<file path="src/rtl/core/rv32ia_pkg.sv">
// Shared types and operation codes for the rv32im ALU unit.
// Depends on nothing; used by every module of the block.
package rv32ia_pkg;

  localparam int XLEN = 32;
  localparam int DIV_STEPS = XLEN;

  localparam logic [4:0] OP_AND   = 5'd0;
  localparam logic [4:0] OP_OR    = 5'd1;
  localparam logic [4:0] OP_ADD   = 5'd2;
  localparam logic [4:0] OP_XOR   = 5'd3;
  localparam logic [4:0] OP_SLT   = 5'd4;
  localparam logic [4:0] OP_SLTU  = 5'd5;
  localparam logic [4:0] OP_SUB   = 5'd6;
  localparam logic [4:0] OP_MUL   = 5'd8;
  localparam logic [4:0] OP_MULH  = 5'd9;
  localparam logic [4:0] OP_MULHU = 5'd11;
  localparam logic [4:0] OP_SLL   = 5'd13;
  localparam logic [4:0] OP_SRL   = 5'd14;
  localparam logic [4:0] OP_SRA   = 5'd15;
  localparam logic [4:0] OP_DIV   = 5'd24;
  localparam logic [4:0] OP_DIVU  = 5'd25;
  localparam logic [4:0] OP_REM   = 5'd26;
  localparam logic [4:0] OP_REMU  = 5'd27;

  typedef struct packed {
    logic [31:0] operand_a;
    logic [31:0] operand_b;
    logic [4:0]  req_type;
  } in_t;

  typedef struct packed {
    logic [31:0] result;
    logic        zero_flag;
    logic        invalid_op;
  } out_t;

  // Everything registered by the first stage.
  typedef struct packed {
    logic [4:0]  req_type;
    logic        bad;
    logic        cmp;
    logic [31:0] simple;
    logic [31:0] pp_ll;
    logic [31:0] pp_lh;
    logic [31:0] pp_hl;
    logic [31:0] pp_hh;
    logic [31:0] corr;
    logic [31:0] dividend;
    logic [31:0] divisor;
    logic        neg_q;
    logic        neg_r;
  } prep_t;

  // Side data that rides unchanged along the divider stages.
  typedef struct packed {
    logic [4:0]  req_type;
    logic        bad;
    logic        cmp;
    logic [31:0] simple;
    logic [63:0] prod;
    logic [31:0] corr;
    logic [31:0] divisor;
    logic        neg_q;
    logic        neg_r;
  } car_t;

  // Partial remainder and the dividend/quotient shift word.
  typedef struct packed {
    logic [31:0] rem;
    logic [31:0] dq;
  } div_st_t;

endpackage

</file>
<file path="src/rtl/core/rv32ia_prep.sv">
// First pipeline stage: decode, simple ALU ops, multiplier partial
// products and divider operand preparation. Depends on rv32ia_pkg.
module rv32ia_prep (
  input  logic              clk,
  input  logic              rst_n,
  input  logic              en,
  input  logic              i_valid,
  input  rv32ia_pkg::in_t   i_data,
  output logic              o_valid,
  output rv32ia_pkg::prep_t o_data
);

  logic               valid_r;
  rv32ia_pkg::prep_t  data_r;
  rv32ia_pkg::prep_t  data_nxt;

  logic [31:0] a;
  logic [31:0] b;
  logic [4:0]  sh;
  logic        sgn;
  logic        na;
  logic        nb;
  logic        bz;

  always_comb begin
    a   = i_data.operand_a;
    b   = i_data.operand_b;
    sh  = b[4:0];
    sgn = (i_data.req_type == rv32ia_pkg::OP_DIV) || (i_data.req_type == rv32ia_pkg::OP_REM);
    na  = sgn & a[31];
    nb  = sgn & b[31];
    bz  = (b == 32'd0);

    data_nxt          = '0;
    data_nxt.req_type = i_data.req_type;
    data_nxt.bad      = 1'b0;
    data_nxt.cmp      = 1'b0;
    unique case (i_data.req_type)
      rv32ia_pkg::OP_AND:   data_nxt.simple = a & b;
      rv32ia_pkg::OP_OR:    data_nxt.simple = a | b;
      rv32ia_pkg::OP_ADD:   data_nxt.simple = a + b;
      rv32ia_pkg::OP_XOR:   data_nxt.simple = a ^ b;
      rv32ia_pkg::OP_SLT: begin
        data_nxt.simple = {31'd0, ($signed(a) < $signed(b))};
        data_nxt.cmp    = 1'b1;
      end
      rv32ia_pkg::OP_SLTU: begin
        data_nxt.simple = {31'd0, (a < b)};
        data_nxt.cmp    = 1'b1;
      end
      rv32ia_pkg::OP_SUB:   data_nxt.simple = a - b;
      rv32ia_pkg::OP_SLL:   data_nxt.simple = a << sh;
      rv32ia_pkg::OP_SRL:   data_nxt.simple = a >> sh;
      rv32ia_pkg::OP_SRA:   data_nxt.simple = 32'($signed(a) >>> sh);
      rv32ia_pkg::OP_MUL, rv32ia_pkg::OP_MULH, rv32ia_pkg::OP_MULHU,
      rv32ia_pkg::OP_DIV, rv32ia_pkg::OP_DIVU, rv32ia_pkg::OP_REM,
      rv32ia_pkg::OP_REMU:  data_nxt.simple = 32'd0;
      default: begin
        data_nxt.simple = 32'd0;
        data_nxt.bad    = 1'b1;
      end
    endcase

    // Unsigned 32x32 product as four 16x16 partial products.
    data_nxt.pp_ll = a[15:0]  * b[15:0];
    data_nxt.pp_lh = a[15:0]  * b[31:16];
    data_nxt.pp_hl = a[31:16] * b[15:0];
    data_nxt.pp_hh = a[31:16] * b[31:16];
    // Signed high word is the unsigned one less these sign corrections.
    data_nxt.corr  = (a[31] ? b : 32'd0) + (b[31] ? a : 32'd0);

    data_nxt.dividend = na ? (32'd0 - a) : a;
    data_nxt.divisor  = nb ? (32'd0 - b) : b;
    // A zero divisor yields all ones from the array, which must not be negated.
    data_nxt.neg_q    = (i_data.req_type == rv32ia_pkg::OP_DIV) & (na ^ nb) & ~bz;
    data_nxt.neg_r    = (i_data.req_type == rv32ia_pkg::OP_REM) & na;
  end

  always_ff @(posedge clk) begin
    if (!rst_n) begin
      valid_r <= 1'b0;
    end else if (en) begin
      valid_r <= i_valid;
    end
  end

  always_ff @(posedge clk) begin
    if (en) begin
      data_r <= data_nxt;
    end
  end

  assign o_valid = valid_r;
  assign o_data  = data_r;

endmodule

</file>
<file path="config.mk">
export PLATFORM = sky130hd
export DESIGN_NAME = rv32ia_prep
export DESIGN_NICKNAME = d
export VERILOG_FILES = /design/src/rtl/core/rv32ia_pkg.sv /design/src/rtl/core/rv32ia_prep.sv
export SDC_FILE = /design/constraint.sdc
export NUM_CORES = 2
export LEC_CHECK = 0
export BUFFER_PORTS_ARGS = -buffer_cell sky130_fd_sc_hd__clkbuf_2
export CORE_ASPECT_RATIO = 0.7
export CORE_UTILIZATION = 55
export DETAILED_ROUTE_END_ITERATION = 10
export PLACE_DENSITY = 0.8
export SYNTH_ARGS = -nofsm -noshare
export SYNTH_HDL_FRONTEND = slang
export SYNTH_SLANG_ARGS = --single-unit
</file>
<file path="constraint.sdc">
create_clock -name clk -period 9.6 [get_ports clk]
set_clock_uncertainty 0.05 [all_clocks]
set_input_delay 0.48 -clock clk [delete_from_list [all_inputs] [get_ports clk]]
set_output_delay 0.48 -clock clk [all_outputs]
set_load 0.02 [all_outputs]
</file>
## Yosys cells after proc, flatten, opt, wreduce, memory -nomap -nowiden

Cells that the tools add are included.

- $add $sub $neg: 5
- Multiply operators: 4
- Order comparisons: 2
- Eq/ne operators: 16
- Shifts and indexed selects: 3
- Mux-type cells: 7
- Bitwise operators: 10
- Reduce and logical (&&, ||, !) cells: 5

Operator list:

| kind | number |
|---|---|
| 32-bit one-hot mux with 10 select lines | 1 |
| 16-bit by 16-bit multiplier with 32-bit output | 4 |
| 32-bit 2-to-1 mux | 4 |
| 32-bit adder | 2 |
| 32-bit less-than comparator | 2 |
| 1-bit by 32-bit subtractor with 32-bit output (first input constant) | 2 |
| 32-bit AND | 1 |
| 32-bit zero test | 1 |
| 32-bit OR | 1 |
| 32-bit by 5-bit left shift with 32-bit output | 1 |
| 32-bit by 5-bit right shift with 32-bit output | 1 |
| 32-bit by 5-bit >>> shifter with 32-bit output | 1 |
| 32-bit subtractor | 1 |
| 32-bit XOR | 1 |
| 5-bit by 4-bit equality test with 1-bit output (second input constant) | 6 |
| 5-bit equality test (second input constant) | 4 |
| 17-bit OR reduction | 1 |
| 5-bit by 3-bit equality test with 1-bit output (second input constant) | 3 |
| 5-bit by 2-bit equality test with 1-bit output (second input constant) | 2 |
| 1-bit AND | 5 |
| 5-bit by 1-bit equality test with 1-bit output (second input constant) | 1 |
| 5-bit zero test | 1 |
| 1-bit 2-to-1 mux | 2 |
| 2-bit OR reduction | 1 |
| 3 further kinds | 3 |

- Bits in registers: 266
- Input port bits: 73
- Word-level logic and storage cells: 66

## Longest topological paths before layout

- Word-level depth: 6
- Depth in mapped cells: 28
- Depth with buffers taken out: 24

## Worst setup path after synthesis

Ideal clock, no wire load.

- Path type: input-to-reg
- Start point: input i_data[6] in the netlist's numbering
- End point: register data_r (netlist bit o_data[161]) (data pin)
- Setup time: 0.259 ns
- Arrival: 7.429 ns
- Path slack: 1.862 ns
- Stages: 24
- Buffers on the path: 6
- Path through: buf_2 -> buf_2 -> buf_1 -> clkbuf_1 -> clkbuf_1 -> buf_1 -> nand2_1 -> fa_1 -> fa_1 -> fa_1 -> fa_1 -> inv_1 -> fa_1 -> fa_1 -> ha_1 -> a21oi_1 -> a22oi_1 -> o21a_1 -> a211o_1 -> a211oi_1 -> nor3_1 -> a2111oi_1 -> a21oi_1 -> xnor2_1

RTL lines:

| element | line | text |
|---|---|---|
| start, declared | rv32ia_prep.sv:8 | `input rv32ia_pkg::in_t i_data,` |
| end signal, assigned | rv32ia_prep.sv:89 | `data_r <= data_nxt;` |
| end, declared | rv32ia_prep.sv:14 | `rv32ia_pkg::prep_t data_r;` |

==> qor_table.md <==
| Quantity | This run |
| --- | --- |
| Run status | complete, no violations |
| Vias after detailed routing | 46,200 |
| RSZ-0062 raised after global routing | false |
| Synth cell types | 95 |
| Pleak | 27.5 nW |
| Max-slew headroom | 20.3% |
| Worst Setup End Kind | flop |
| Most frequently used cell type in the post-synthesis netlist | sky130_fd_sc_hd__inv_1 |
| CP Data Required Time | 9920 ps |
| Share of synthesized flip-flops with an asynchronous set or reset | 0% |
| Drt first-iter violations | 6,605 |
| Total half-perimeter wirelength after legalization and detailed placement | 153 mm |
| Synth-to-Final Area Change | 7.67% |
| Number of global-route vias before repair | 46,100 |
| Final number of setup-violating endpoints | 0 |
| Crit path cell chain | clkbuf_2 -> inv_1 -> nor2_1 -> fa_1 -> inv_1 -> fa_1 -> inv_1 -> ha_1 -> fa_1 -> fa_1 -> fa_1 -> ha_1 -> a21o_1 -> a21oi_1 -> o21ai_0 -> a2111oi_0 -> o21ai_0 -> a211oi_1 -> o31ai_1 -> a21oi_1 -> xnor2_1 |
| Synthesized flop and latch total | 266 |
| Largest net degree at the start of global routing | 73 |
| Fraction of post-synthesis cell area in the top cell type by area | 30.1% |
| Share of layout cells above drive strength 1 | 9.83% |
| Predominant post-synthesis flop cell | sky130_fd_sc_hd__edfxtp_1 |
| Mean routed wirelength per cell | 27.0 um |
| Vertical die dimension | 259 um |
| Most used cell along the critical path | sky130_fd_sc_hd__fa_1 |
| Path type of the worst min-delay path | in2reg |
| Critical-path top delay cell | sky130_fd_sc_hd__a2111oi_0 |
| Number of buffer and inverter instances along the worst setup path | 4 |
| Largest driver fanout on the critical path | 23 |
| Initial DRT Pass Iterations | 7 |
| CP arrival | 7800 ps |
| CTS tree | done |
| Placeable core region | 0.0926 mm^2 |
| Crit start category | input port |
| Highest ir drop seen on vdd | 0.654 mV |
| Total routing usage reported by global routing | 41.5% |
| Cts bufs inserted | 29 |
| Top post-synthesis cells by count | sky130_fd_sc_hd__inv_1 (1,043), sky130_fd_sc_hd__fa_1 (779), sky130_fd_sc_hd__nor2_1 (747) |
| Slew at the pin closest to its max-slew limit | 1160 ps |
| EDFF count, synth | 265 |
| Sequential fraction of the synthesis area | 15.4% |
| Maximum number of buffers from clock root to sink | 3 |
| Antenna violations before repair | 10 |
| Routability Congestion | 1.09 |
| I/O pin count | 339 |
| Number of nets in the finished design | 7,458 |
| FP Rows | 93 |
| Number of clock sinks | 266 |
| Sum of routed wire length over all layers | 198 mm |
| Clock latency of the later-clocked register in the worst-skew pair | 640 ps |
| Maximum cell stage delay along the critical path | 940 ps |
| Detail Route Antenna Nets | 0 |
| Number of instances in the synthesized netlist | 5,891 |
| Cell accounting for the most synthesized area | sky130_fd_sc_hd__fa_1 |
| Number of warnings issued by yosys | 0 |
| Post CTS Setup Buffer Count | 0 |
| Syn_nets | 7,288 |
| Area of all sequential standard cells | 0.00798 mm^2 |
| Post-synthesis instance area | 0.0518 mm^2 |
| Total Die Area | 0.0954 mm^2 |
| Clock edge transition at the registers on the reported setup and hold paths | 70 ps |
| CTS H-tree lvls | 1 |
| Port-buffer cells | 338 |
| CTS-repair resized insts | 0 |
| Gate family responsible for the most delay along the worst path | adder cells |
| First-pass GRT wire length | 294 mm |
| Max-slew violation count | 0 |
| Synth area leaders | sky130_fd_sc_hd__fa_1 (30%), sky130_fd_sc_hd__edfxtp_1 (15%), sky130_fd_sc_hd__ha_1 (13%) |
| Post-layout min period | 7470 ps |
| Areal power density over the cells | 357 mW/mm^2 |
| Die outline width | 369 um |
| Max Freq | 134 MHz |
| Initial core utilization | 55.9% |
| Cell chosen for the clock root | sky130_fd_sc_hd__clkbuf_16 |
| Startpoint-to-endpoint class of the critical path | in2reg |
| Number of filler cells placed in the layout | 8,020 |
| Sum of negative setup slack | 0 ps |
| DRC violations left | 0 |
| Aggregate global routing overflow | 0 |
| Multi-input gate area in the final layout | 0.0385 mm^2 |
| Hold Vio Cnt, Final | 0 |
| Share of the clock period used by the worst path | 77.9% |
| Maximum capacitance violations | 0 |
| Synth Area per Inst | 8.79 um^2 |
| Routed via count divided by cell count | 6.31 |
| Post-Route Hold Slack | 64.9 ps |
[metal layers]
layer / vias up / GRT usage, % / share of wire [%]
met5: - / 1.73 / 0.15
met2: 3763 / 55.3 / 38
met3: 708 / 19.8 / 18
met1: 22400 / 56.6 / 38
met4: 14 / 18.6 / 5.7
li1: 19300 / - / -
[power breakdown]
group          internal (mW)  leakage, nW  switching [mW]
clock network          0.691        0.485           0.529
registers               2.38         2.59          0.0930
logic                   6.59         24.4            9.60
[cell families after synthesis]
family                     after synthesis  share of synthesized area [%]
adders and majority gates             1324                           43.3
xor gates and xnor gates               188                           3.18
AOI/OAI and AO/OA                      898                           11.5
muxes                                   94                           2.52
DFF                                    266                           15.4
buffers and inverters                 1405                           10.3
and+or+nand+nor                       1716                           13.8
[repair_timing]
action | CTS | global route
hold endpoints to repair | 1 | 0
hold buffers | 1 | 0
endpoints found under the setup margin | 0 | 0
[cells in the final DEF (no fill, tap or decap), types with 150 or more instances in the layout]
cell                       count
sky130_fd_sc_hd__clkbuf_2    334
sky130_fd_sc_hd__fa_1        779
sky130_fd_sc_hd__xnor2_1     156
sky130_fd_sc_hd__ha_1        545
sky130_fd_sc_hd__nor2_1      746
sky130_fd_sc_hd__inv_1      1043
sky130_fd_sc_hd__a21oi_1     246
sky130_fd_sc_hd__edfxtp_1    265
sky130_fd_sc_hd__nand2_1     675
sky130_fd_sc_hd__o21ai_0     150
[cell type report]
type                            instances  area share (%)
Inverter                             1078            7.26
Clock inverter                         23           0.494
Timing Repair Buffer                  466            4.79
Tap cell                             1235            2.77
Sequential cell                       266            14.3
Clock buffer                           30            1.31
Multi-Input combinational cell       4220            69.1
Antenna cell                            5          0.0224
[path summary, 6_finish.rpt]
path | startpoint | endpoint | slack, ps | cells past startpoint
worst max-delay path | i_data[39] | o_data[193]$_DFFE_PP_ | 2130 | 21
worst min-delay path | i_valid | o_valid$_SDFFE_PN0P_ | 60 | 3
worst max register to register | o_valid$_SDFFE_PN0P_ | o_valid$_SDFFE_PN0P_ | 8960 | 2
worst min register to register | o_valid$_SDFFE_PN0P_ | o_valid$_SDFFE_PN0P_ | 480 | 2
[worst register-to-register path, cell delays in order (launching register included)]
cell and delay, ps:
sky130_fd_sc_hd__dfxtp_1 310, sky130_fd_sc_hd__mux2i_1 120, sky130_fd_sc_hd__nor2b_1 60
[registers in the layout, indices dropped and copies added (netlist names)]
register  cells
o_valid       1
o_data      265
[stage by stage]
stage,std cells,util (%),cell area [um^2],total power [mW],worst slack (ps)
final,7323,60.2,55800,19.9,2130
after global routing,7319,60.2,55700,21.9,2060
after CTS,7318,60.2,55700,19.7,2410
after detailed placement,7264,59.1,54700,18.2,1820
after global placement,7264,59.1,54700,17.9,1880
after floorplan,5891,-,51800,14.3,1860
Note: power is estimated with default switching activity, not from simulation.
