## config.mk

```make
export PLATFORM = sky130hd
export DESIGN_NAME = rv32ia_div_step
export DESIGN_NICKNAME = d
export VERILOG_FILES = /design/src/rtl/core/rv32ia_pkg.sv /design/src/rtl/core/rv32ia_div_step.sv
export SDC_FILE = /design/constraint.sdc
export NUM_CORES = 1
export LEC_CHECK = 0
export ABC_CLOCK_PERIOD_IN_PS = 3380
export BUFFER_PORTS_ARGS = -buffer_cell sky130_fd_sc_hd__buf_2
export CORE_AREA = 3 3 180 182
export CTS_CLUSTER_SIZE = 10
export DETAILED_ROUTE_END_ITERATION = 16
export DIE_AREA = 0 0 183 185
export PLACE_DENSITY = 0.59
export SYNTH_ARGS = -nofsm -noshare
export SYNTH_HDL_FRONTEND = slang
export SYNTH_SLANG_ARGS = --single-unit
```

## constraint.sdc

```tcl
create_clock -name clk -period 3.38 [get_ports clk]
set_clock_uncertainty 0.05 [all_clocks]
set_input_delay 0.169 -clock clk [delete_from_list [all_inputs] [get_ports clk]]
set_output_delay 0.169 -clock clk [all_outputs]
set_load 0.03 [all_outputs]
```

## src/rtl/core/rv32ia_pkg.sv

```systemverilog
// Shared types and operation codes for the rv32im ALU unit.
// Depends on nothing; used by every module of the block.
package rv32ia_pkg;

  localparam int XLEN = 32;
  localparam int DIV_STEPS = XLEN;

  localparam logic [4:0] OP_AND   = 5'd0;
  localparam logic [4:0] OP_OR    = 5'd1;
  localparam logic [4:0] OP_ADD   = 5'd2;
  localparam logic [4:0] OP_XOR   = 5'd3;
  localparam logic [4:0] OP_SLT   = 5'd4;
  localparam logic [4:0] OP_SLTU  = 5'd5;
  localparam logic [4:0] OP_SUB   = 5'd6;
  localparam logic [4:0] OP_MUL   = 5'd8;
  localparam logic [4:0] OP_MULH  = 5'd9;
  localparam logic [4:0] OP_MULHU = 5'd11;
  localparam logic [4:0] OP_SLL   = 5'd13;
  localparam logic [4:0] OP_SRL   = 5'd14;
  localparam logic [4:0] OP_SRA   = 5'd15;
  localparam logic [4:0] OP_DIV   = 5'd24;
  localparam logic [4:0] OP_DIVU  = 5'd25;
  localparam logic [4:0] OP_REM   = 5'd26;
  localparam logic [4:0] OP_REMU  = 5'd27;

  typedef struct packed {
    logic [31:0] operand_a;
    logic [31:0] operand_b;
    logic [4:0]  req_type;
  } in_t;

  typedef struct packed {
    logic [31:0] result;
    logic        zero_flag;
    logic        invalid_op;
  } out_t;

  // Everything registered by the first stage.
  typedef struct packed {
    logic [4:0]  req_type;
    logic        bad;
    logic        cmp;
    logic [31:0] simple;
    logic [31:0] pp_ll;
    logic [31:0] pp_lh;
    logic [31:0] pp_hl;
    logic [31:0] pp_hh;
    logic [31:0] corr;
    logic [31:0] dividend;
    logic [31:0] divisor;
    logic        neg_q;
    logic        neg_r;
  } prep_t;

  // Side data that rides unchanged along the divider stages.
  typedef struct packed {
    logic [4:0]  req_type;
    logic        bad;
    logic        cmp;
    logic [31:0] simple;
    logic [63:0] prod;
    logic [31:0] corr;
    logic [31:0] divisor;
    logic        neg_q;
    logic        neg_r;
  } car_t;

  // Partial remainder and the dividend/quotient shift word.
  typedef struct packed {
    logic [31:0] rem;
    logic [31:0] dq;
  } div_st_t;

endpackage

```

## src/rtl/core/rv32ia_div_step.sv

```systemverilog
// One restoring-division stage: one quotient bit per stage, side data
// carried along unchanged. Depends on rv32ia_pkg.
module rv32ia_div_step (
  input  logic                clk,
  input  logic                rst_n,
  input  logic                en,
  input  logic                i_valid,
  input  rv32ia_pkg::car_t    i_car,
  input  rv32ia_pkg::div_st_t i_st,
  output logic                o_valid,
  output rv32ia_pkg::car_t    o_car,
  output rv32ia_pkg::div_st_t o_st
);

  logic                valid_r;
  rv32ia_pkg::car_t    car_r;
  rv32ia_pkg::div_st_t st_r;
  rv32ia_pkg::div_st_t st_nxt;

  logic [32:0] trial;
  logic [33:0] diff;
  logic        ge;

  always_comb begin
    trial  = {i_st.rem, i_st.dq[31]};
    diff   = {1'b0, trial} - {2'b00, i_car.divisor};
    ge     = ~diff[33];
    st_nxt.rem = ge ? diff[31:0] : trial[31:0];
    st_nxt.dq  = {i_st.dq[30:0], ge};
  end

  always_ff @(posedge clk) begin
    if (!rst_n) begin
      valid_r <= 1'b0;
    end else if (en) begin
      valid_r <= i_valid;
    end
  end

  always_ff @(posedge clk) begin
    if (en) begin
      car_r <= i_car;
      st_r  <= st_nxt;
    end
  end

  assign o_valid = valid_r;
  assign o_car   = car_r;
  assign o_st    = st_r;

endmodule

```

==> Yosys cells after proc, flatten, opt, wreduce, memory -nomap -nowiden <==
Index checks and enable logic that the tools add are counted.
{ "classes": {"n_addsub": 1, "mux": 1, "bitwise_logic": 1} }
{ "op_table": {"columns": ["op", "count"], "rows": [
  ["$sub 33x32->34", 1],
  ["$mux 32", 1],
  ["$not 1->1", 1]
]} }
{ "word_totals": {"register_bits": 234, "input_bits": 237, "out_inout_bits": 234} }

==> Logic depth before layout (Yosys ltp) <==
Gate-level depths: netlist of run 1.
{ "logic_depth": {"ltp_word": 2, "ltp_mapped": 12, "ltp_nobuf": 12} }

==> Worst setup path before layout of run 1 <==
No wires, ideal clock.
{ "synth_path": {"kind": "input-to-reg", "from": "input i_st[31] (netlist bit)", "to": "register st_r, in the netlist o_st[58], data pin", "setup_ns": 0.260, "arrival_ns": 2.575, "setup_slack_ns": 0.495, "cell_stages": 12, "cell_sequence": "inv_1 -> ha_1 -> inv_1 -> fa_1 -> a211oi_1 -> o211a_1 -> o31ai_2 -> a221o_1 -> a2111oi_4 -> o21bai_2 -> xor2_1 -> mux2_4"} }
{ "synth_lines": {"columns": ["item", "line", "text"], "rows": [
  ["start: declaration", "rv32ia_div_step.sv:9", "input rv32ia_pkg::div_st_t i_st,"],
  ["end signal: assignment", "rv32ia_div_step.sv:43", "st_r <= st_nxt;"],
  ["end: declaration", "rv32ia_div_step.sv:17", "rv32ia_pkg::div_st_t st_r;"]
]} }

==> reports/metrics.json, run 1 <==
{
  "setup-tns-final_ns": 0,
  "synth_top_flop_cell": "sky130_fd_sc_hd__edfxtp_1",
  "port-buffer-count": 470,
  "worst_hold_path_type": "input port to register",
  "die_w_um": 183,
  "timing.critical_path.arrival_ns": 3.48,
  "syn-instance-count": 555,
  "timing.final.setup_violations": 0,
  "yosys.area.top_type": "sky130_fd_sc_hd__edfxtp_1",
  "vias": 7822,
  "synth_warnings": 0,
  "critPathTopFamily": "compound AO/OA/AOI/OAI gates",
  "postSynthAreaPerCell_um2": 16.83,
  "die_height_um": 185,
  "h-tree-depth": 1,
  "rsz_0062_raised_after_global_routing": "no",
  "synth_top_cells_by_area": "sky130_fd_sc_hd__edfxtp_1 75%, sky130_fd_sc_hd__ha_1 4.3%, sky130_fd_sc_hd__mux2_1 3.1%, sky130_fd_sc_hd__inv_1 1.6%, sky130_fd_sc_hd__a21oi_1 1.4%",
  "pre_repair_dr_iteration_count": 5,
  "avgRoutedWirePerCell_um": 20.97,
  "report.final.slew_viol_count": 0,
  "portion_of_the_post_synthesis_area_used_by_sequential_elements_pct": 75.10,
  "cts_inserted_buffers": 28,
  "grt_start_max_net_pins": 97,
  "hold_violations": 0,
  "total_number_of_placement_rows": 64,
  "maximum_root_to_sink_buffer_count": 3,
  "tritoncts": "built",
  "worst_path_max_delay_cell": "sky130_fd_sc_hd__dlygate4sd3_1",
  "grt.overflow.total": 0,
  "nFillCells": 2632,
  "critical-path-max-stage-delay_ns": 0.54,
  "dp.final_hpwl_um": 25550,
  "stdcell_area_um2": 15390,
  "initial_antenna_violation_count": 4,
  "crit_path_cell_trace": "dlygate4sd3_1 -> buf_2 -> inv_1 -> ha_1 -> inv_1 -> fa_2 -> a211oi_2 -> o211a_1 -> o31ai_2 -> a221o_1 -> a2111oi_4 -> buf_4 -> xnor2_1 -> mux2_2",
  "synth.distinct_cells": 59,
  "syn_to_final_growth_pct": 64.74,
  "max_freq_mhz": 308.5,
  "leakage_uw": 0.006673,
  "drt_wl_total_um": 35730,
  "grt_pass1_wl_um": 50690,
  "timing_worst_slew_pin_value_ns": 0.7690,
  "clock_sinks": 234,
  "fraction_of_synthesized_cell_area_taken_by_the_top_area_cell_type_pct": 74.89,
  "antenna_left": 0,
  "timing.critical_path.fanout_max": 4,
  "finish.net_count": 1560,
  "postSynth.asyncResetShare_pct": 0,
  "worstSetupEndpointType": "register",
  "globalRouteTotalUtil_pct": 19.90,
  "placed_cell_area_um2": 12240,
  "area.sequential_um2": 7017,
  "cts_root_buf": "sky130_fd_sc_hd__clkbuf_16",
  "mappedNetlistArea_um2": 9343,
  "clk-insertion-delay-late_ns": 0.52,
  "synth_seq_cells": 234,
  "path_class": "input port to register",
  "synth_edf_count": 233,
  "cp.required_ns": 3.61,
  "final_period_minus_worst_setup_slack_ns": 3.242,
  "clk_pin_slew_worst_paths_ns": 0.05,
  "gp_congestion": 0.8818,
  "timing.critical_path.mode_cell": "sky130_fd_sc_hd__inv_1",
  "worstSetupStartpointType": "input port",
  "first_global_vias": 8098,
  "synth.net_count": 825,
  "drv_cap": 0,
  "max-slew-margin-rel_pct": 48.74,
  "timing.critical_path.buf_inv": 5,
  "placeableCoreArea_um2": 30750,
  "run_status": "finished clean",
  "min_delay_path_depth": 1,
  "drcViolationCount": 0,
  "initial_core_util_pct": 30.38,
  "ir_drop_mv": 0.3182,
  "via_per_inst": 4.590,
  "die_outline_area_um2": 33860,
  "design.portCount": 471,
  "detail_route.iter0.violations": 421,
  "timing.critical_path.depth": 14,
  "power_density_nw_per_um2": 524.3,
  "share_of_cells_above_drive_strength_1_pct": 40.12,
  "r2r_worst_path_depth": 3,
  "multiInputGateArea_um2": 2136,
  "layout_worst_path_cycle_share_pct": 95.91
}
timing repair:
action	CTS	global route
buffers inserted	0	1
hold endpoints to repair	232	0
setup endpoints to repair	0	5
gates resized for setup	0	2
hold buffers	233	0
final cells by class:
class / count / share of cell area, %
diodes: 2 / 0.03252
clock buffers: 42 / 5.097
clock inverters: 4 / 0.1057
inverters: 40 / 0.9755
multi-input cells: 274 / 13.88
flip-flops and latches: 234 / 45.59
well taps: 396 / 3.219
repair buffers: 712 / 31.10
kinds of logic after synthesis:
group / share of synthesized area [%]
xor gates and xnor gates: 2.250
AOI/OAI and AO/OA: 7.634
muxes: 3.951
buffers and inverters: 2.116
adders and majority gates: 4.500
DFF: 75.10
and+or+nand+nor: 4.446
Yosys cell counts (all sizes together) (2+ instances only):
cell       n
o21a       4
a31oi      5
a21oi     28
mux2i      5
a41oi      2
or2        2
or3        2
nor2b      5
nor3       7
edfxtp   233
and3      10
ha        32
o31ai      6
inv       40
nor2      15
xnor2     15
xor2       9
nor4       2
nand3      5
buf        5
a21o       9
nand2     26
mux2      28
o21bai     6
a211oi     4
a2111oi    2
a21boi     4
and2       4
nand4      3
nand2b     3
o211ai     4
clkbuf     2
o21ai     15
placed cells by master (no fill, tap or decap), drive strengths merged, types with 3 or more instances in the layout:
cell type,synthesis,final
a211oi,4,4
a21boi,4,4
a21o,9,9
a21oi,28,28
a31oi,5,5
and2,4,4
and3,10,10
buf,5,479
clkbuf,2,42
clkinv,0,4
dlygate4sd3,0,233
edfxtp,233,233
ha,32,32
inv,40,40
mux2,28,28
mux2i,5,5
nand2,26,26
nand2b,3,3
nand3,5,5
nand4,3,3
nor2,15,15
nor2b,5,5
nor3,7,7
o211ai,4,4
o21a,4,4
o21ai,15,15
o21bai,6,6
o31ai,6,6
xnor2,15,15
xor2,9,9
stage by stage:
step                      std cells  hold WS (ns)  power [µW]  util (%)  setup WS [ns]
after floorplan                 555        0.2179        4561         -         0.4948
after global placement         1422        0.2959        5169     39.80        0.04367
after detailed placement       1422        0.2971        5183     39.80        0.01466
after CTS                      1701        0.1386        8149     49.99        0.02215
after global routing           1703        0.1565        8401     50.04        0.04100
final                          1704        0.1099        8069     50.05         0.1384
registers in the layout, indices dropped and copies added (netlist names):
signal and cells:
o_valid 1, o_car 169, o_st 64
worst paths after layout:
path / slack, ns / endpoint / start
min reg2reg: 1.03 / o_valid / o_valid
max: 0.14 / o_st[54] / i_st[31]
max reg2reg: 2.17 / o_valid / o_valid
min: 0.11 / o_car[106] / en
power breakdown:
| part | internal (µW) | switching [µW] | total, µW | leakage [µW] |
|---|---|---|---|---|
| clock | 1570 | 1130 | 2700 | 0.000387 |
| combinational | 670 | 1130 | 1800 | 0.00400 |
| sequential | 3500 | 67.3 | 3570 | 0.00229 |
| total | 5750 | 2320 | 8070 | 0.00667 |
routing by layer:
metal  up-vias  track usage (%)  share of wire, %
li1       3602                -                 -
met1      3744            23.26                38
met2       365            33.38                48
met3       105            6.029               8.1
met4         6            10.12               5.9
met5         -                0              0.10
Note: power is estimated with default switching activity, not from simulation.
==> run 2: changes to the inputs <==
- CORE_AREA: 3 3 180 182 -> 3 3 182 184
- DIE_AREA: 0 0 183 185 -> 0 0 185 187
- PLACE_DENSITY: 0.59 -> 0.58
==> run 2 against run 1 <==
Against the previous run:
- count of clock-buffer cells in the layout is the same
- critical path depth stayed put
- die area up 2.2%
- flip-flop and latch count did not move
- first-iteration DRC count grew 12%
- combinational power about the same
- register-to-register slack is essentially flat
- clock power increased by 4%
- critical path type unchanged
- largest power group unchanged
- highest routed layer unchanged
==> reports/metrics.json, run 2 (synthesized netlist as in run 1, its figures left out) <==
{
  "run_status": "finished clean",
  "report.final.slew_viol_count": 0,
  "path_class": "input port to register",
  "design.portCount": 471,
  "cts_root_buf": "sky130_fd_sc_hd__clkbuf_16",
  "dp.final_hpwl_um": 25810,
  "clock_sinks": 234,
  "port-buffer-count": 470,
  "clk_pin_slew_worst_paths_ns": 0.06,
  "multiInputGateArea_um2": 2143,
  "vias": 7903,
  "groute.layer.met2.usage_pct": 34.63,
  "die_height_um": 187,
  "dp_cells": 1429,
  "h-tree-depth": 1,
  "timing_worst_slew_pin_value_ns": 0.7119,
  "avgRoutedWirePerCell_um": 21.13,
  "max-slew-margin-rel_pct": 52.54,
  "grt_pass1_wl_um": 51720,
  "die_w_um": 185,
  "worst_hold_path_type": "input port to register",
  "busiest_layer": "met2",
  "initial_core_util_pct": 29.61,
  "final-instance-count-excl-fill": 1712,
  "largest_register_ffs": 169,
  "timing.final.setup_violations": 0,
  "max_freq_mhz": 305.7,
  "globalRouteMet3Util_pct": 4.240,
  "mostFrequentLayoutCell": "sky130_fd_sc_hd__buf_2",
  "detail_route.iter0.violations": 470,
  "drcViolationCount": 0,
  "area.sequential_um2": 7017,
  "first_global_vias": 8112,
  "worstSetupEndpointType": "register",
  "worstSetupStartpointType": "input port",
  "top_library_cells_by_usage_in_the_layout_fill_and_taps_aside": "469 x sky130_fd_sc_hd__buf_2, 233 x sky130_fd_sc_hd__dlygate4sd3_1, 233 x sky130_fd_sc_hd__edfxtp_1, 40 x sky130_fd_sc_hd__inv_1, 32 x sky130_fd_sc_hd__ha_1",
  "layout_worst_path_cycle_share_pct": 96.78,
  "antenna_left": 0,
  "place_ws_ns": 0.01933,
  "die_outline_area_um2": 34600,
  "grt.overflow.total": 0,
  "total_number_of_placement_rows": 65,
  "grt_util_met1_pct": 23.76,
  "placeableCoreArea_um2": 31560,
  "final_period_minus_worst_setup_slack_ns": 3.271,
  "initial_antenna_violation_count": 7,
  "tritoncts": "built",
  "syn_to_final_growth_pct": 65.52,
  "drv_cap": 0,
  "maximum_root_to_sink_buffer_count": 3,
  "pre_repair_dr_iteration_count": 4,
  "cts_inserted_buffers": 28,
  "via_per_inst": 4.616,
  "power_density_nw_per_um2": 528.7,
  "setup_slack_of_the_critical_path_after_layout_ns": 0.1090,
  "drt_wl_total_um": 36180,
  "hold_violations": 0,
  "timing.critical_path.fanout_max": 4,
  "r2r_worst_path_depth": 3,
  "nFillCells": 2738,
  "ir_drop_mv": 0.3608,
  "timing.critical_path.arrival_ns": 3.49,
  "report.power.total_uw": 8176,
  "share_of_cells_above_drive_strength_1_pct": 40.35,
  "finish.net_count": 1561,
  "globalRouteTotalUtil_pct": 19.73,
  "gp_congestion": 0.9073,
  "leakage_uw": 0.006701,
  "cp.required_ns": 3.60,
  "grt_start_max_net_pins": 90,
  "clk-insertion-delay-late_ns": 0.53,
  "min_delay_path_depth": 1
}
run 2: cell types whose count changed in the layout (fill, tap and decap cells not counted):
cell and change:
sky130_fd_sc_hd__bufinv_16 +1, sky130_fd_sc_hd__buf_12 +1, sky130_fd_sc_hd__a211oi_4 +1, sky130_fd_sc_hd__diode_2 +2, sky130_fd_sc_hd__clkinv_1 -2, sky130_fd_sc_hd__clkbuf_1 -1
sky130_fd_sc_hd__clkbuf_8 +1, sky130_fd_sc_hd__a211oi_2 -1
run 2: stage by stage:
stage	util, %	hold slack [ns]	TNS, ns	cell area (µm²)
after floorplan	-	0.2179	0	9343
after global placement	38.87	0.2957	0	12270
after detailed placement	38.87	0.2972	0	12270
after CTS	48.90	0.1195	0	15430
after global routing	49.00	0.1366	-0.001382	15460
final	49.00	0.1164	0	15460
run 2: metal layers:
layer  up-vias  routed length [µm]
li1       3613                   -
met1      3838               14210
met2       361               17840
met3        87                2572
met4         4                1534
met5         -                  22
run 2: final timing paths:
| check | startpoint | endpoint | slack (ns) |
|---|---|---|---|
| worst max-delay path | i_st[31] | o_st[58] | 0.11 |
| worst min-delay path | en | o_car[113] | 0.12 |
| worst max register to register | o_valid | o_valid | 2.18 |
| worst min register to register | o_valid | o_valid | 1.02 |
run 2: critical path, stage by stage:
cell and delay, ns:
sky130_fd_sc_hd__dlygate4sd3_1 0.54, sky130_fd_sc_hd__buf_2 0.12, sky130_fd_sc_hd__inv_1 0.07, sky130_fd_sc_hd__ha_1 0.19, sky130_fd_sc_hd__inv_1 0.07, sky130_fd_sc_hd__fa_2 0.39, sky130_fd_sc_hd__a211oi_4 0.26, sky130_fd_sc_hd__o211a_1 0.21
sky130_fd_sc_hd__o31ai_2 0.10, sky130_fd_sc_hd__a221o_1 0.43, sky130_fd_sc_hd__a2111oi_4 0.44, sky130_fd_sc_hd__o21bai_2 0.10, sky130_fd_sc_hd__xor2_1 0.14, sky130_fd_sc_hd__mux2_4 0.26
run 2: cell type report:
cell class              count  share of cell area, %
inverters                  40                 0.9710
well taps                 402                  3.253
repair buffers            713                  31.09
flip-flops and latches    234                  45.38
diodes                      4                0.06473
clock inverters             3                 0.2508
multi-input cells         274                  13.86
clock buffers              42                  5.138
run 2: where the power goes:
part	total (µW)	internal, µW	switching [µW]
Clock	2800	1670	1130
Sequential	3580	3500	71.5
Combinational	1800	675	1130
run 2: what timing repair did:
| action | in CTS | in global routing |
|---|---|---|
| setup endpoints to repair | 0 | 7 |
| hold buffers | 233 | 0 |
| setup buffers | 0 | 1 |
| resized for setup | 0 | 3 |
| hold endpoints to repair | 232 | 0 |
