--- config.mk ---
export PLATFORM = sky130hd
export DESIGN_NAME = rv32ia_finish
export DESIGN_NICKNAME = d
export VERILOG_FILES = /design/src/rtl/core/rv32ia_pkg.sv /design/src/rtl/core/rv32ia_finish.sv
export SDC_FILE = /design/constraint.sdc
export NUM_CORES = 1
export LEC_CHECK = 0
export BUFFER_PORTS_ARGS = -buffer_cell sky130_fd_sc_hd__buf_2
export CAP_MARGIN = 30
export CORE_MARGIN = 3
export CORE_UTILIZATION = 35
export CTS_CLUSTER_SIZE = 10
export DETAILED_ROUTE_END_ITERATION = 10
export HOLD_SLACK_MARGIN = 0.03
export PLACE_DENSITY_LB_ADDON = 0.25
export SYNTH_ARGS = -nofsm -noshare
export SYNTH_HDL_FRONTEND = slang
export SYNTH_SLANG_ARGS = --single-unit
--- constraint.sdc ---
create_clock -name clk -period 5 [get_ports clk]
set_input_delay 0.25 -clock clk [delete_from_list [all_inputs] [get_ports clk]]
set_output_delay 0.25 -clock clk [all_outputs]
set_load 0.02 [all_outputs]
--- src/rtl/core/rv32ia_pkg.sv ---
// Shared types and operation codes for the rv32im ALU unit.
// Depends on nothing; used by every module of the block.
package rv32ia_pkg;

  localparam int XLEN = 32;
  localparam int DIV_STEPS = XLEN;

  localparam logic [4:0] OP_AND   = 5'd0;
  localparam logic [4:0] OP_OR    = 5'd1;
  localparam logic [4:0] OP_ADD   = 5'd2;
  localparam logic [4:0] OP_XOR   = 5'd3;
  localparam logic [4:0] OP_SLT   = 5'd4;
  localparam logic [4:0] OP_SLTU  = 5'd5;
  localparam logic [4:0] OP_SUB   = 5'd6;
  localparam logic [4:0] OP_MUL   = 5'd8;
  localparam logic [4:0] OP_MULH  = 5'd9;
  localparam logic [4:0] OP_MULHU = 5'd11;
  localparam logic [4:0] OP_SLL   = 5'd13;
  localparam logic [4:0] OP_SRL   = 5'd14;
  localparam logic [4:0] OP_SRA   = 5'd15;
  localparam logic [4:0] OP_DIV   = 5'd24;
  localparam logic [4:0] OP_DIVU  = 5'd25;
  localparam logic [4:0] OP_REM   = 5'd26;
  localparam logic [4:0] OP_REMU  = 5'd27;

  typedef struct packed {
    logic [31:0] operand_a;
    logic [31:0] operand_b;
    logic [4:0]  req_type;
  } in_t;

  typedef struct packed {
    logic [31:0] result;
    logic        zero_flag;
    logic        invalid_op;
  } out_t;

  // Everything registered by the first stage.
  typedef struct packed {
    logic [4:0]  req_type;
    logic        bad;
    logic        cmp;
    logic [31:0] simple;
    logic [31:0] pp_ll;
    logic [31:0] pp_lh;
    logic [31:0] pp_hl;
    logic [31:0] pp_hh;
    logic [31:0] corr;
    logic [31:0] dividend;
    logic [31:0] divisor;
    logic        neg_q;
    logic        neg_r;
  } prep_t;

  // Side data that rides unchanged along the divider stages.
  typedef struct packed {
    logic [4:0]  req_type;
    logic        bad;
    logic        cmp;
    logic [31:0] simple;
    logic [63:0] prod;
    logic [31:0] corr;
    logic [31:0] divisor;
    logic        neg_q;
    logic        neg_r;
  } car_t;

  // Partial remainder and the dividend/quotient shift word.
  typedef struct packed {
    logic [31:0] rem;
    logic [31:0] dq;
  } div_st_t;

endpackage

--- src/rtl/core/rv32ia_finish.sv ---
// Last stage: sign fix-up of quotient, remainder and high product, result
// selection and flags, into the output register. Depends on rv32ia_pkg.
module rv32ia_finish (
  input  logic                clk,
  input  logic                rst_n,
  input  logic                en,
  input  logic                i_valid,
  input  rv32ia_pkg::car_t    i_car,
  input  rv32ia_pkg::div_st_t i_st,
  output logic                o_valid,
  output rv32ia_pkg::out_t    o_data
);

  logic              valid_r;
  rv32ia_pkg::out_t  data_r;
  rv32ia_pkg::out_t  data_nxt;
  logic [31:0]       res;

  always_comb begin
    unique case (i_car.req_type)
      rv32ia_pkg::OP_MUL:   res = i_car.prod[31:0];
      rv32ia_pkg::OP_MULH:  res = i_car.prod[63:32] - i_car.corr;
      rv32ia_pkg::OP_MULHU: res = i_car.prod[63:32];
      rv32ia_pkg::OP_DIV, rv32ia_pkg::OP_DIVU:
        res = i_car.neg_q ? (32'd0 - i_st.dq) : i_st.dq;
      rv32ia_pkg::OP_REM, rv32ia_pkg::OP_REMU:
        res = i_car.neg_r ? (32'd0 - i_st.rem) : i_st.rem;
      default:              res = i_car.simple;
    endcase

    data_nxt.result     = i_car.bad ? 32'd0 : res;
    data_nxt.invalid_op = i_car.bad;
    if (i_car.bad) begin
      data_nxt.zero_flag = 1'b0;
    end else if (i_car.cmp) begin
      data_nxt.zero_flag = res[0];
    end else begin
      data_nxt.zero_flag = (res == 32'd0);
    end
  end

  always_ff @(posedge clk) begin
    if (!rst_n) begin
      valid_r <= 1'b0;
    end else if (en) begin
      valid_r <= i_valid;
    end
  end

  always_ff @(posedge clk) begin
    if (en) begin
      data_r <= data_nxt;
    end
  end

  assign o_valid = valid_r;
  assign o_data  = data_r;

endmodule

Yosys cells after proc, flatten, opt, wreduce, memory -nomap -nowiden
Index checks and enable logic that the tools add are counted.
- bits in registers: 35
- output and inout port bits: 35
- word-level logic and storage cells: 21
- add/sub/neg operators: 3
- equal/unequal tests: 7
- muxes and demuxes: 4
- reductions and logical operators: 3
- operator list (kind ; count):
    $pmux W32 S5 ; 1
    $mux W32 ; 2
    $sub A1 B32 Y32 const A ; 2
    $logic_not A32 Y1 ; 1
    $sub A32 B32 Y32 ; 1
    $eq A5 B5 Y1 const B ; 4
    $eq A5 B4 Y1 const B ; 3
    $reduce_or A2 Y1 ; 2
    $mux W1 ; 1

Depth between registers and ports, before layout
Gate-level depths: netlist of run 1.
- depth in word-level cells: 5
- depth in mapped cells: 14
- mapped depth without buffers: 14

Worst setup path after synthesis of run 1
Ideal clock, no wire load.
- path kind: input port to flip-flop
- start: input i_car[98] (netlist bit)
- end: register data_r (netlist bit o_data[1]), data pin
- setup time: 0.142 ns
- data arrival time: 3.476 ns
- slack: 1.383 ns
- stages: 14
- buffers on the path: 0
- path through: inv_1 -> ha_1 -> fa_1 -> nand2b_1 -> a211oi_1 -> o211ai_1 -> o21ai_0 -> xor2_1 -> a2111oi_4 -> o211ai_1 -> or4b_1 -> nor4_1 -> nand2_1 -> o21ai_2
- longest elaborated chain between the ends: 4
- RTL lines (item ; RTL line ; text):
    from (decl) ; rv32ia_finish.sv:8 ; input rv32ia_pkg::car_t i_car,
    $sub A32 B32 Y32 ; rv32ia_finish.sv:22 ; rv32ia_pkg::OP_MULH: res = i_car.prod[63:32] - i_car.corr;
    $pmux W32 S5 * ; rv32ia_finish.sv:20 ; unique case (i_car.req_type)
    $logic_not A32 Y1 ; rv32ia_finish.sv:38 ; data_nxt.zero_flag = (res == 32'd0);
    $mux W1 * ; rv32ia_finish.sv:35 ; end else if (i_car.cmp) begin
    to (signal assigned) ; rv32ia_finish.sv:52 ; data_r <= data_nxt;
    to (decl) ; rv32ia_finish.sv:15 ; rv32ia_pkg::out_t data_r;
Mark *: on every way between the ends. The rest lies on a longest branch, timed or not.
A chain may end at the register's enable or synchronous reset.

Final worst setup path of run 1
- start: input i_car[34] (netlist bit)
- end: register data_r (netlist bit o_data[1]), data pin
- longest elaborated chain between the ends: 4
- RTL lines (item ; RTL line):
    $sub A32 B32 Y32 * ; rv32ia_finish.sv:22
    $pmux W32 S5 * ; rv32ia_finish.sv:20
    $logic_not A32 Y1 ; rv32ia_finish.sv:38
    $mux W1 * ; rv32ia_finish.sv:35
Marks and branches as above.

==> results_dict.tcl, run 1 <==
set metrics [dict create \
    p_int_uw 831 \
    layout.nets 1364 \
    p_comb_frac 0.499 \
    path_max_fanout 5 \
    cp_cell_sequence "buf_2 > ha_1 > fa_1 > nand2b_1 > a211oi_1 > buf_4 > o211ai_1 > o21ai_0 > xor2_1 > a2111oi_4 > o211ai_1 > or4b_1 > nor4_1 > nand2_1 > o21ai_2" \
    cpLargestDelayFamily "compound AO/OA/AOI/OAI gates" \
    reg2reg_depth 2 \
    die_y_microns 141 \
    maxSlewHeadroom 0.326 \
    synth.largest_area_cell "edfxtp_1" \
    via_per_inst 5.90 \
    rows 48 \
    tightest_slew_ps 1010 \
    ctsResizeCount 0 \
    core_area_sq_um 17600 \
    critPathKind "in2reg" \
    setup-tns-final_ps 0 \
    holdBufCountCts 0 \
    cp_num_buf_inv 2 \
    cts_root_buffer "clkbuf_16" \
    worstReg2RegStart "o_valid" \
    antenna_found_initial 1 \
    synth.yosys.warnings 0 \
    period_needed_ps 3860 \
    area_growth_pct 24.4 \
    clk_latency_ps 270 \
    num_antenna_cells 0 \
    syn_inst 886 \
    yosysSeqAreaShare 0.163 \
    dp_hpwl_mm 21.3 \
    cp_slowest_stage_delay_ps 500 \
    grt_pass1_vias 6952 \
    wl_per_cell_microns 19.7 \
    yosys.area.top_type_share 0.160 \
    clkSinkCount 35 \
    finalPower_uw 1350 \
    grt_overflow 0 \
    dr.pass1.iters 5 \
    grtUsageTotal 0.245 \
    hold_depth 2 \
    yosysUniqueCellTypes 78 \
    vias 7787 \
    min-delay-start "rst_n" \
    ys_seq_elements 35 \
    slew_violations 0 \
    endpoint_kind "register" \
    grt_pass1_wl_mm 38.6 \
    synth-edff-count 34 \
    path_depth 15 \
    gp_congestion 1.01 \
    drtAntennaViolNets 0 \
    fin_skew_ps 0 \
    synthTopCellsByArea "edfxtp_1 16%, ha_1 6.5%, nor2_1 6.2%" \
    cts.clk_slew.worst_paths_ps 50 \
    die-width_microns 141 \
    start_kind "input port" \
    start_util 0.363 \
    cts.htree.levels 2 \
    peakVddDrop_v 0.000209 \
    p_leak_uw 0.00345 \
    crit_arrival_ps 4000 \
    yosys.cell_count.top_type "nor2_1" \
    drive_gt1_frac 0.255 \
    syn_area_sq_um 6390 \
    max_freq_ghz 0.259 \
    required_ps 5140 \
    async_flop_share 0 \
    slowest_stage "o21ai_0" \
    top_level_ports 272 \
    cts_setup_buffers 0 \
    setup_viol 0 \
    drv_cap 0 \
    syn_area_per_cell_sq_um 7.21 \
    net-switching-power_uw 522 \
    cpMostUsedCell "o211ai_1" \
    min_path_type "in2reg" \
    dr.first_iter.drc_count 756 \
    ys.flop_type "edfxtp_1" \
    grt_max_degree 39 \
    power_frac_seq 0.265 \
    io_buffers 239 \
    syn-num-nets 1157 \
    p_clk_frac 0.236 \
    holdPathEnd "o_valid" \
    p_per_area_nw_per_um2 170 \
    r2r-end "o_valid" \
    synth_common_cells "105 x nor2_1, 68 x a21oi_1, 59 x nand2_1" \
    wl_mm 26.0 \
    drc 0 \
    post-route-period-util 0.772 \
    die_area_sq_um 19900 \
    status "finished, final reports clean" \
    rsz0062_at_grt "no" \
    tritoncts "yes" \
    regToRegSetupSlack_ps 4410 \
    fillers 1898 \
    timing.final.hold_violations 0 \
    p_sw_frac 0.386 \
    cts_buffer_depth 2 \
    cts_made_buffers 5 \
]
-- registers in the layout (all words and copies together), names as in the netlist --
| register | flops |
|---|---|
| o_data | 34 |
| o_valid | 1 |
-- cell usage in the layout, fill, tap and decap left out, types with 14 or more instances in the layout --
master / instances
o21ai_0: 58
nand2b_1: 14
or3_1: 17
a211oi_1: 15
buf_2: 239
inv_1: 46
xnor2_1: 24
nand2_1: 59
nand3_1: 16
xor2_1: 33
ha_1: 33
mux2i_1: 21
a21o_1: 17
o31ai_1: 20
o22ai_1: 14
nor3_1: 28
edfxtp_1: 34
nor2b_1: 19
a21oi_1: 67
nor2_1: 105
-- worst max path at each step --
stage / endpoint / slack, ps / startpoint
3_3_place_gp: o_data[1] / 890 / i_car[98]
2_1_floorplan: o_data[1] / 1380 / i_car[98]
6_report: o_data[1] / 1140 / i_car[34]
3_5_place_dp: o_data[1] / 890 / i_car[34]
5_1_grt: o_data[1] / 770 / i_car[98]
4_1_cts: o_data[1] / 1170 / i_car[34]
-- worst reg2reg max path, cell delays in order, from the launching register on --
cell and delay (ps):
dfxtp_1 300, mux2i_1 120, nor2b_1 60
-- layout make-up --
class | instances | area [sq um] | area share
clock buffers | 8 | 156 | 0.0197
multi-input cells | 751 | 4980 | 0.627
repair buffers | 253 | 1310 | 0.165
well taps | 225 | 282 | 0.0354
flip-flops and latches | 35 | 1040 | 0.131
inverters | 47 | 176 | 0.0222
-- layer usage --
layer  wire length, microns  track usage  vias up
met1                  11300        0.355     3556
met2                  11500        0.377      404
met4                    658       0.0719        2
met3                   2590       0.0336       46
met5                      7            0        -
li1                       -            -     3779
-- per-stage QoR --
step / instances / worst slack [ps] / utilization / hold slack (ps) / instance area [sq um]
2_1_floorplan: 886 / 1380 / - / 349 / 6390
3_3_place_gp: 1309 / 887 / 0.441 / 466 / 7760
3_5_place_dp: 1310 / 893 / 0.442 / 470 / 7780
4_1_cts: 1318 / 1170 / 0.451 / 180 / 7930
5_1_grt: 1319 / 772 / 0.451 / 243 / 7940
6_report: 1319 / 1140 / 0.451 / 183 / 7940
-- power by group through the flow --
stage / Sequential [uW] / Clock [uW] / Combinational (uW)
6_report: 358 / 320 / 675
5_1_grt: 360 / 337 / 733
4_1_cts: 359 / 325 / 664
3_5_place_dp: 364 / 0 / 661
3_3_place_gp: 364 / 0 / 653
2_1_floorplan: 399 / 0 / 374
-- cell families (layout without fill, tap and decap cells) --
kind of cell,Yosys count,count (layout),synth area share
AND/OR/NAND/NOR,333,333,0.266
AO/OA/AOI/OAI,305,305,0.328
buffers and inverters,100,308,0.0600
XOR/XNOR,57,57,0.0782
flip-flops,35,35,0.163
adder cells (fa/ha/maj),34,34,0.0678
multiplexers,22,22,0.0364
(Power assumes the default switching activity.)
==> run 2, diff against run 1 <==
- ABC_AREA: unset -> 1
- clock period: 5 -> 3.2 ns (I/O delays scaled with it)
==> run 2 against run 1 <==
Via count grew 18%. Final area grew 8.6%. Utilization shrank 1.1 points. Non-clock buffer count shrank 6. Sequential share of layout area shrank 1.0 points. Clock power grew 62%.
==> results_dict.tcl, run 2 <==
set metrics [dict create \
    status "finished, final reports clean" \
    ys.flop_type "edfxtp_1" \
    dr.pass1.iters 6 \
    synth.largest_area_cell "nand2_1" \
    wl_mm 29.4 \
    crit_arrival_ps 2610 \
    grt_max_degree 37 \
    period_needed_ps 2460 \
    path_max_fanout 4 \
    dp_hpwl_mm 25.3 \
    clk_latency_ps 280 \
    via_per_inst 5.08 \
    setup-tns-final_ps 0 \
    peakVddDrop_v 0.000209 \
    fillers 2222 \
    p_per_area_nw_per_um2 251 \
    drc 0 \
    clkSinkCount 35 \
    cp_num_buf_inv 4 \
    cts_root_buffer "clkbuf_16" \
    fin_skew_ps 0 \
    setup_ws_ps 744 \
    final_common_cell "nand2_1" \
    maxSlewHeadroom 0.452 \
    syn-num-nets 1590 \
    die_area_sq_um 21800 \
    ctsResizeCount 0 \
    p_leak_uw 0.00466 \
    setup_viol 0 \
    cts_buffer_depth 2 \
    cpMostUsedCell "nand2_1" \
    timing.final.hold_violations 0 \
    cts.clk_slew.worst_paths_ps 60 \
    multiInputGateArea_sq_um 5090 \
    register_area_sq_um 1040 \
    cts_setup_buffers 0 \
    yosysSeqAreaShare 0.148 \
    post-route-period-util 0.768 \
    dpl_cell_area_sq_um 8460 \
    io_buffers 239 \
    slowest_stage "fa_1" \
    wl_per_cell_microns 16.2 \
    syn_area_sq_um 7020 \
    tightest_slew_ps 821 \
    start_util 0.359 \
    grt_overflow 0 \
    tritoncts "yes" \
    antenna_found_initial 2 \
    drv_cap 0 \
    ys_seq_elements 35 \
    slew_violations 0 \
    syn_area_per_cell_sq_um 5.33 \
    yosys.area.top_type_share 0.225 \
    holdBufCountCts 0 \
    syn_inst 1319 \
    synth_common_cells "421 x nand2_1, 193 x inv_1, 185 x nand3_1" \
    cp_slowest_stage_delay_ps 410 \
    mostFrequentLayoutCells "421 x nand2_1, 239 x buf_2, 193 x inv_1" \
    async_flop_share 0 \
    finalInstanceArea_sq_um 8620 \
    drive_gt1_frac 0.200 \
    grtUsageTotal 0.256 \
    grt_pass1_wl_mm 43.6 \
    largest_reg_flops 34 \
    min_path_type "in2reg" \
    rsz0062_at_grt "no" \
    area_growth_pct 22.8 \
    cts_made_buffers 5 \
    yosys.cell_count.top_type "nand2_1" \
    synth.yosys.warnings 0 \
    endpoint_kind "register" \
    drtAntennaViolNets 0 \
    required_ps 3360 \
    vias 9202 \
    die_y_microns 148 \
    synthTopCellsByArea "nand2_1 22%, edfxtp_1 15%, nand3_1 13%" \
    grt_pass1_vias 8252 \
    yosysUniqueCellTypes 41 \
    die-width_microns 148 \
    critPathKind "in2reg" \
    synth-edff-count 34 \
    layout.nets 1812 \
    cpLargestDelayFamily "simple AND/OR/NAND/NOR gates" \
    start_kind "input port" \
    cts.htree.levels 2 \
    dr.first_iter.drc_count 944 \
    rows 51 \
    top_level_ports 272 \
    dp_slack_ps 516 \
    cp_cell_sequence "buf_2 > inv_1 > ha_1 > fa_1 > inv_1 > nand3_1 > nand2_1 > nand2_1 > nand2_1 > nand2_1 > nand2_1 > nand2_1 > inv_1 > nor2_1 > o21ai_0 > nand2_1 > nor2_1 > nand3_1 > nor2_1 > nand3_1 > nand2_1" \
    max_freq_ghz 0.407 \
    gp_congestion 0.954 \
    core_area_sq_um 19600 \
]
-- run 2: cell types whose count changed in the layout (fill, tap and decap cells not counted), sizes merged, moves of 16 or more --
cell / delta
a21o: -17
inv: +151
mux2i: -21
nand2: +368
nand3: +173
nand3b: +16
nor2: +83
nor2b: -19
o21ai: -18
o31ai: -20
or2: +20
or3: -17
xnor2: -22
xor2: -32
-- run 2: final timing paths --
path,depth (start not counted),end,start,slack [ps]
worst max-delay path,21,o_data[1],i_car[98],740
worst min-delay path,3,o_valid,i_valid,120
worst max register to register,2,o_valid,o_valid,2540
worst min register to register,2,o_valid,o_valid,550
-- run 2: power breakdown --
| group | internal [uW] | switching (uW) | total, uW |
|---|---|---|---|
| Sequential | 553 | 13.0 | 566 |
| Combinational | 378 | 697 | 1080 |
| Clock | 331 | 189 | 520 |
| Total | 1260 | 899 | 2160 |
-- run 2: metrics by stage --
step,total power (uW),std cells,hold WS [ps],util
detailed placement,1630,1799,404,0.432
floorplan,1230,1319,253,-
global placement,1630,1799,395,0.432
global route,2310,1809,134,0.440
CTS,2150,1807,111,0.440
finish,2160,1810,117,0.440
-- run 2: routing by layer --
| metal | up-vias | track usage | wire length, microns |
|---|---|---|---|
| met5 | - | 0 | 0 |
| met4 | 0 | 0.0792 | 1010 |
| met3 | 51 | 0.0233 | 2370 |
| met1 | 4065 | 0.356 | 12600 |
| met2 | 383 | 0.420 | 13400 |
| li1 | 4703 | - | - |
-- run 2: kinds of logic after synthesis --
| group | count (synthesis) | synth area share |
|---|---|---|
| and+or+nand+nor | 882 | 0.544 |
| buffers and inverters | 229 | 0.129 |
| AOI/OAI and AO/OA | 136 | 0.113 |
| xor gates and xnor gates | 3 | 0.00374 |
| adders and majority gates | 34 | 0.0616 |
| DFF | 35 | 0.148 |
-- run 2: layout make-up --
type,instances,share of cell area
multi-input cells,1055,0.590
repair buffers,247,0.146
flip-flops and latches,35,0.121
inverters,197,0.0858
well taps,265,0.0385
clock buffers,7,0.0177
clock inverters,1,0.000871
diodes,3,0.000871
-- run 2: tightest hold or removal path, cell delays in order --
cell and delay, ps:
buf_2 100, inv_1 40, a21oi_1 50
==> run 3, diff against run 2 <==
- clock period: 3.2 -> 2.15 ns (I/O delays scaled with it)
==> run 3 against run 2 <==
Clock skew unchanged. Register-to-register slack got worse by 1100 ps. Final area rose by 20%. Sequential power grew 49%. Power rose by 73%. Largest cell class unchanged. Hold slack worse by 61 ps. Cell count grew 11%.
==> results_dict.tcl, run 3 (synthesis gave the netlist of run 2 again) <==
set metrics [dict create \
    status "finished, final reports clean" \
    tritoncts "yes" \
    r2r-end "o_valid" \
    peakVddDrop_v 0.000360 \
    timing.final.hold_violations 0 \
    final_cells 2007 \
    rows 51 \
    drtAntennaViolNets 0 \
    via_per_inst 5.00 \
    cts.clk_slew.worst_paths_ps 60 \
    largest_reg_flops 34 \
    clk_latency_ps 280 \
    wl_per_cell_microns 15.9 \
    setup_ws_ps 117 \
    num_antenna_cells 0 \
    antenna_found_initial 0 \
    register_area_sq_um 1040 \
    grt_pass1_wl_mm 47.1 \
    fillers 2080 \
    die_area_sq_um 21800 \
    grt_pass1_vias 9127 \
    wl_mm 31.9 \
    critPathKind "in2reg" \
    top_level_ports 272 \
    max_freq_ghz 0.492 \
    worstReg2RegStart "o_valid" \
    rsz0062_at_grt "yes" \
    wl_met1_mm 13.4 \
    cts_made_buffers 5 \
    die-width_microns 148 \
    min-delay-start "i_valid" \
    post-route-period-util 0.946 \
    start_kind "input port" \
    cts.htree.levels 2 \
    dr.pass1.iters 5 \
    path_max_fanout 2 \
    finalPower_uw 3740 \
    critPathCapture "o_data[1]" \
    tightest_slew_ps 842 \
    drive_gt1_frac 0.319 \
    dp_hpwl_mm 27.7 \
    gp_congestion 0.979 \
    layout.nets 2012 \
    start_util 0.359 \
    crit_arrival_ps 2190 \
    maxSlewHeadroom 0.439 \
    p_leak_uw 0.00567 \
    reg2reg_depth 2 \
    cts_root_buffer "clkbuf_16" \
    endpoint_kind "register" \
    dr.first_iter.drc_count 870 \
    grtUsageTotal 0.275 \
    grt_overflow 0 \
    final_common_cell "nand2_1" \
    hold_slack_ps 56.3 \
    regToRegSetupSlack_ps 1490 \
    wl_met3_mm 2.30 \
    fin_skew_ps 0 \
    period_needed_ps 2030 \
    crit_start "i_car[98]" \
    setup_viol 0 \
    mostFrequentLayoutCells "409 x nand2_1, 237 x buf_2, 205 x buf_4" \
    min_path_type "in2reg" \
    grt_max_degree 46 \
    required_ps 2310 \
    multiInputGateArea_sq_um 5280 \
    clkSinkCount 35 \
    top_layer "met4" \
    io_buffers 239 \
    area_growth_pct 47.6 \
    slew_violations 0 \
    core_area_sq_um 19600 \
    dp_slack_ps -552 \
    drv_cap 0 \
    cts_buffer_depth 2 \
    drc 0 \
    vias 10000 \
    die_y_microns 148 \
    p_per_area_nw_per_um2 361 \
    dp_cells 1996 \
    met2WireLength_mm 15.1 \
]
## run 3: report_power, final
| group | internal [uW] | switching [uW] | leakage (uW) |
|---|---|---|---|
| combinational | 883 | 1170 | 0.00525 |
| clock | 547 | 299 | 0.0000838 |
| sequential | 823 | 20.7 | 0.000336 |
## run 3: critical path: stages
cell	delay (ps)
buf_8	70
inv_4	30
ha_4	150
fa_2	360
inv_2	80
nand2_1	50
nand2_1	50
nand3_1	60
nand2_1	60
nor2_1	40
nor2_1	150
nand2_1	120
nand2_1	100
nand2_1	70
nor2_2	150
nand3_1	80
nor2_1	110
nand3_1	110
nor2_1	100
nand3_1	70
nand2_1	60
## run 3: how the worst min path moves through the flow
stage	endpoint	slack, ps	cells after the start
2_1_floorplan	o_valid	200	1
3_3_place_gp	o_valid	340	3
3_5_place_dp	o_valid	350	3
4_1_cts	o_valid	60	3
5_1_grt	o_valid	70	3
6_report	o_valid	60	3
## run 3: per-stage QoR
step           instance area [sq um]   util  TNS, ps
5_1_grt                        10400  0.529    -45.3
3_5_place_dp                    9960  0.508    -1650
6_report                       10400  0.529        0
4_1_cts                        10200  0.519        0
3_3_place_gp                    9960  0.508    -1330
2_1_floorplan                   7020      -        0
## run 3: layout make-up
type | count | area share
clock buffer | 5 | 0.0121
timing repair buffer | 447 | 0.270
inverter | 197 | 0.0716
tap | 265 | 0.0320
sequential | 35 | 0.100
multi-input combinational | 1055 | 0.509
clock inverter | 3 | 0.00423
## run 3: per-layer routing
metal / global-route usage / up-vias
met3: 0.0432 / 60
met2: 0.473 / 355
met4: 0.0904 / 0
met5: 0 / -
met1: 0.351 / 4506
li1: - / 5105
## run 3: timing repair
action | CTS | global route
hold buffers | 0 | 0
endpoints found under the setup margin | 1 | 4
buffers inserted | 2 | 2
pin swaps | 11 | 22
resized for setup | 10 | 46
